$ cat config.mk
export PLATFORM = sky130hd
export DESIGN_NAME = ptla_front
export DESIGN_NICKNAME = d
export VERILOG_FILES = /design/src/rtl/ptla_pkg.sv /design/src/rtl/ptla_front.sv
export SDC_FILE = /design/constraint.sdc
export NUM_CORES = 1
export LEC_CHECK = 0
export BUFFER_PORTS_ARGS = -buffer_cell sky130_fd_sc_hd__buf_2
export CORE_MARGIN = 2
export CORE_UTILIZATION = 57
export DETAILED_ROUTE_END_ITERATION = 12
export MAX_ROUTING_LAYER = met4
export PLACE_DENSITY = 0.84
export SLEW_MARGIN = 20
export SYNTH_ARGS = -nofsm -noshare
export SYNTH_HDL_FRONTEND = slang
export SYNTH_SLANG_ARGS = --single-unit
export TNS_END_PERCENT = 50
$ cat constraint.sdc
create_clock -name clk -period 11.05 [get_ports clk]
set_clock_uncertainty 0.2 [all_clocks]
set_input_delay 2.21 -clock clk [delete_from_list [all_inputs] [get_ports clk]]
set_output_delay 2.21 -clock clk [all_outputs]
set_load 0.05 [all_outputs]
$ cat src/rtl/ptla_pkg.sv
// Shared types and codes for the peer table with ageing and LRU eviction.
// No dependencies; imported by every module of the block.
package ptla_pkg;

  // Operation codes after classification
  localparam logic [1:0] OP_UPSERT = 2'd0;
  localparam logic [1:0] OP_SWEEP  = 2'd1;
  localparam logic [1:0] OP_READ   = 2'd2;

  // Entry sources
  localparam logic [1:0] ORG_ANNOUNCE = 2'd0;
  localparam logic [1:0] ORG_EXCHANGE = 2'd1;
  localparam logic [1:0] ORG_STATIC   = 2'd2;

  // Result status codes
  localparam logic [2:0] ST_UPDATED = 3'd0;
  localparam logic [2:0] ST_INSERT  = 3'd1;
  localparam logic [2:0] ST_EVICT   = 3'd2;
  localparam logic [2:0] ST_FULL    = 3'd3;
  localparam logic [2:0] ST_RATELIM = 3'd4;
  localparam logic [2:0] ST_SWEPT   = 3'd5;
  localparam logic [2:0] ST_READ    = 3'd6;

  // Configuration register indexes
  localparam logic CFG_EXPIRY = 1'b0;
  localparam logic CFG_GAP    = 1'b1;

  localparam logic [31:0] EXPIRY_RST = 32'd120000;
  localparam logic [31:0] GAP_RST    = 32'd100;

  // One classified item as held in the queue between front and back
  typedef struct packed {
    logic [1:0]  op;
    logic [31:0] addr;
    logic [15:0] port;
    logic [1:0]  origin;
    logic [31:0] now;
    logic [7:0]  rslot;
  } item_t;

endpackage

$ cat src/rtl/ptla_front.sv
// Front end: takes input beats, classifies them and queues them for the back end.
// Depends on ptla_pkg.
module ptla_front (
  input  logic           clk,
  input  logic           rst_n,
  input  logic           in_valid,
  output logic           in_stall,
  input  logic [1:0]     in_kind,
  input  logic [31:0]    in_peer_address,
  input  logic [15:0]    in_peer_port,
  input  logic [1:0]     in_origin_kind,
  input  logic [31:0]    in_now_ticks,
  input  logic [7:0]     in_read_slot,
  output logic           q_valid,
  output ptla_pkg::item_t q_item,
  input  logic           q_pop
);
  import ptla_pkg::*;

  item_t       fifo_r [2];
  logic        wr_ptr_r, rd_ptr_r;
  logic [1:0]  cnt_r;
  logic        push;
  item_t       cls;

  // classify: kind three reads, origin three is an exchange
  always_comb begin
    cls.op     = (in_kind == OP_UPSERT) ? OP_UPSERT :
                 (in_kind == OP_SWEEP) ? OP_SWEEP : OP_READ;
    cls.addr   = in_peer_address;
    cls.port   = in_peer_port;
    cls.origin = (in_origin_kind == 2'd3) ? ORG_EXCHANGE : in_origin_kind;
    cls.now    = in_now_ticks;
    cls.rslot  = in_read_slot;
  end

  assign in_stall = (cnt_r == 2'd2);
  assign push     = in_valid && !in_stall;
  assign q_valid  = (cnt_r != 2'd0);
  assign q_item   = fifo_r[rd_ptr_r];

  // two-entry queue storage
  always_ff @(posedge clk) begin
    if (push) begin
      fifo_r[wr_ptr_r] <= cls;
    end
  end

  // queue pointers
  always_ff @(posedge clk) begin
    if (!rst_n) begin
      wr_ptr_r <= 1'b0;
      rd_ptr_r <= 1'b0;
      cnt_r    <= 2'd0;
    end else begin
      if (push) wr_ptr_r <= !wr_ptr_r;
      if (q_pop) rd_ptr_r <= !rd_ptr_r;
      cnt_r <= cnt_r + {1'b0, push} - {1'b0, q_pop};
    end
  end

  a_pop_nonempty: assert property (@(posedge clk) disable iff (!rst_n)
    q_pop |-> (cnt_r != 2'd0)) else $error("pop from empty queue");
  a_cnt_bound: assert property (@(posedge clk) disable iff (!rst_n)
    cnt_r != 2'd3) else $error("queue count overflow");
  a_full_stall: assert property (@(posedge clk) disable iff (!rst_n)
    (cnt_r == 2'd2 && !q_pop) |=> in_stall) else $error("full queue not stalling");

endmodule

# After elaboration in Yosys (flattened, before gate mapping)
# Memory sizes are Yosys's and may differ from the RTL's. A register that Yosys moved wholly into a read port is not among the register bits.
# Cells that the tools add are included.
word_totals:
  regBits: 4
  ram_bits: 184
  in_bits: 96
  output_inout_bits: 94
  elab_cells: 22
  n_memories: 1
op_classes:
  add_sub_neg: 2
  n_eq_ne: 3
  n_mux: 7
  n_reduce_logical: 6
mem_list:
  columns: ["name", "depth", "word_bits", "rd", "rd_clocked_by_memory_dff", "write_ports", "line_no", "source"]
  rows:
  - ["fifo_r", 2, 92, 1, 1, 1, "ptla_front.sv:20", "item_t fifo_r [2];"]
op_table:
  columns: ["cell", "count"]
  rows:
  - ["2-to-1 mux 2 bit", 3]
  - ["== test 2 bit (second input constant)", 2]
  - ["2-to-1 mux 1 bit", 4]
  - ["zero test 1 bit", 3]
  - ["adder 2 x 1 -> 2 bit", 1]
  - ["== test 2 x 1 -> 1 bit (second input constant)", 1]
  - ["zero test 2 bit", 1]
  - ["nonzero test 2 bit", 1]
  - ["subtractor 2 x 1 -> 2 bit", 1]
  - ["logical AND 1 bit", 1]

# Depth between registers and ports, before layout
logic_depth:
  depth_word: 5
  ltp_mapped: 8
  depth_no_buf: 8

# Worst setup path after synthesis
# Ideal clock, no wire load.
synth_path:
  kind: "input to register"
  startpoint: "input in_valid"
  endpoint: "memory fifo_r[0][0] (netlist name), enable pin"
  setup_ps: 543
  arrival_time_ps: 6136
  t_required_ps: 10307
  slack_ps: 4171
  stages: 2
  path_buffers: 0
  path_cell_list: "nand2_1 > nor2_1"
synth_between:
  elab_chain_cells: 3
synth_rtl:
  columns: ["item", "line_no", "source"]
  rows:
  - ["start: declaration", "ptla_front.sv:6", "input logic in_valid,"]
  - ["logical AND 1 bit", "ptla_front.sv:38", "assign push = in_valid && !in_stall;"]
  - ["2-to-1 mux 1 bit", "ptla_front.sv:44", "if (push) begin"]
  - ["2-to-1 mux 1 bit (not written as such)", "ptla_front.sv:45", "fifo_r[wr_ptr_r] <= cls;"]
  - ["end: declaration", "ptla_front.sv:20", null]
# No other way between the ends.

==> results.sh <==
export IMPL_status="finished clean"
export IMPL_yosysUniqueCellTypes=21
export IMPL_grt_max_degree=69
export IMPL_setup_viol=0
export IMPL_crit_path_end="q_item[10]"
export IMPL_grtUsageTotal_pct=18.0
export IMPL_total_leakage_power_uw=0.00350
export IMPL_cts_buffer_depth=2
export IMPL_worst_slew_pin_slew_ns=0.901
export IMPL_ctsHtreeMaxLevel=4
export IMPL_worst_hold_path_type="register to register"
export IMPL_rsz0062_at_grt="no"
export IMPL_dp_hpwl_microns=7970
export IMPL_vias_per_cell=4.94
export IMPL_hold_buffers=0
export IMPL_dr_pass1_iters=4
export IMPL_reg2reg_slack_ns=8.34
export IMPL_cp_cell_sequence="buf_6, mux2_2, buf_2"
export IMPL_required_ns=8.64
export IMPL_slew_headroom_pct=40.0
export IMPL_slew_violations=0
export IMPL_max_stage_delay_ns=0.71
export IMPL_fmax_mhz=205
export IMPL_path_max_fanout=68
export IMPL_grt_pass1_wl_microns=17300
export IMPL_syn_cell_area_sq_um=7290
export IMPL_p_per_area_nw_per_um2=210
export IMPL_antenna_left=0
export IMPL_cp_slowest_cell="buf_6"
export IMPL_grt_pass1_vias=3548
export IMPL_finalNonFillerCells=702
export IMPL_setup_tns_ns=0
export IMPL_r2r_start="cnt_r[0]"
export IMPL_hold_violations=0
export IMPL_rr_worst_depth=4
export IMPL_drc=0
export IMPL_path_clk_slew_ns=0.06
export IMPL_initial_core_util_pct=58.0
export IMPL_io_pins=190
export IMPL_grt_ovfl_total=0
export IMPL_pre_cts_ws_ns=6.33
export IMPL_seq_area_frac_synth_pct=77.2
export IMPL_vdd_ir_drop_max_uv=120
export IMPL_yosysTopAreaCell="edfxtp_1"
export IMPL_yosysWarnings=0
export IMPL_syn_to_final_growth_pct=21.4
export IMPL_cts_setup_buffers=0
export IMPL_cp_top_family="buffers and inverters"
export IMPL_synth_top_area_share_pct=75.8
export IMPL_chipHeight_microns=117
export IMPL_final_cell_mix="buf_2 (189), edfxtp_1 (184), mux2_4 (80), clkbuf_16 (17), mux2_2 (12)"
export IMPL_dp_cells=668
export IMPL_finalCritPeriodShare_pct=44.2
export IMPL_die_x_microns=117
export IMPL_vias=3471
export IMPL_period_minus_slack_ns=4.89
export IMPL_io_buffers=189
export IMPL_synth_seq_cells=189
export IMPL_cts_tree="built"
export IMPL_syn_inst=316
export IMPL_gp_congestion=0.657
export IMPL_antenna_found_initial=2
export IMPL_rows=41
export IMPL_ctsResizeCount=0
export IMPL_path_depth=3
export IMPL_synth_area_top_cells="edfxtp_1 (76%), mux2_4 (16%), buf_12 (2.2%)"
export IMPL_dieArea_sq_um=13700
export IMPL_critPathLaunchType="register"
export IMPL_critPathKind="register to output pin"
export IMPL_drtIter0Drc=176
export IMPL_wl_per_cell_microns=16.9
export IMPL_numCtsBuffers=17
export IMPL_clock_latency_ns=0.42
export IMPL_fin_ws_ns=6.16
export IMPL_fin_nets=613
export IMPL_end_kind="output pin"
export IMPL_cts_sink_count=189
export IMPL_coreArea_sq_um=12600
export IMPL_final_common_cell="buf_2"
export IMPL_root_buffer="clkbuf_16"
export IMPL_syn_avg_cell_area_sq_um=23.1
export IMPL_arrival_ns=2.48
export IMPL_drive_gt1_share_pct=59.5
export IMPL_r2r_end="fifo_r[0][15]"
export IMPL_drt_total_wl_microns=11900
export IMPL_drv_cap=0
export IMPL_cp_num_buf_inv=2
export IMPL_synth_nets=414
[synth_stat cells (all sizes together)]
library cell	n
nand2b	2
xnor2	1
nor3	1
or2	1
dfxtp	5
clkbuf	2
nor2b	2
edfxtp	184
nand2	2
and3	1
xor2	1
mux2i	1
and2	2
buf	10
inv	3
ha	2
nor2	4
mux2	92
[per-layer routing]
layer | track usage, % | routed length [microns] | up-vias
met4 | 6.82 | 165 | 0
met3 | 6.59 | 945 | 12
met2 | 30.1 | 6100 | 130
li1 | - | - | 1641
met1 | 19.8 | 4680 | 1688
met5 | - | 0 | -
[logic make-up after synthesis]
group / after synthesis / synth area share (%)
fa+ha+maj: 2 / 0.343
xor+xnor: 2 / 0.240
buf+inv: 15 / 2.68
flops: 189 / 77.2
mux: 93 / 18.5
simple gates: 15 / 1.06
[metrics by stage]
step | instance area (sq um) | util (%) | hold slack, ns | total power, uW
final | 8840 | 70.4 | 0.313 | 1860
after global routing | 8840 | 70.4 | 0.366 | 1930
after CTS | 8830 | 70.3 | 0.319 | 1880
after detailed placement | 8300 | 66.1 | 0.301 | 1340
after global placement | 8300 | 66.1 | 0.299 | 1330
after floorplan | 7290 | - | 0.255 | 1260
[flip-flops by register name, summed over array words and instances, names as in the netlist, named ones only]
| name | flops |
|---|---|
| cnt_r | 2 |
| fifo_r | 184 |
| rd_ptr_r | 1 |
| wr_ptr_r | 1 |
[area by class of cell]
cell class	count	area [sq um]
clock inverter	14	103
inverter	3	11.3
timing repair buffer	192	972
tap	172	215
multi-input combinational	112	1480
sequential	189	5630
antenna	2	5.00
fill	802	3720
clock buffer	18	429
[worst min-delay path: cells and delay by family (launching register included)]
kind	cells	cell delay (ns)
DFF	1	0.32
and+or+nand+nor	1	0.08
xor gates and xnor gates	1	0.08
[worst min path at each step]
stage / start / endpoint / slack [ns] / depth (start not counted)
2_1_floorplan: wr_ptr_r / wr_ptr_r / 0.25 / 2
3_3_place_gp: rd_ptr_r / register / 0.30 / 2
3_5_place_dp: rd_ptr_r / register / 0.30 / 2
4_1_cts: rd_ptr_r / register / 0.32 / 2
5_1_grt: rd_ptr_r / register / 0.37 / 2
6_report: rd_ptr_r / rd_ptr_r / 0.31 / 2
[where the power goes]
group          total [uW]  internal (uW)  switching, uW  leakage, uW
sequential            900            875           24.3      0.00176
combinational         419            128            291      0.00149
clock                 541            305            236     0.000250
total                1860           1310            551      0.00350
Note: power is estimated with default switching activity, not from simulation.
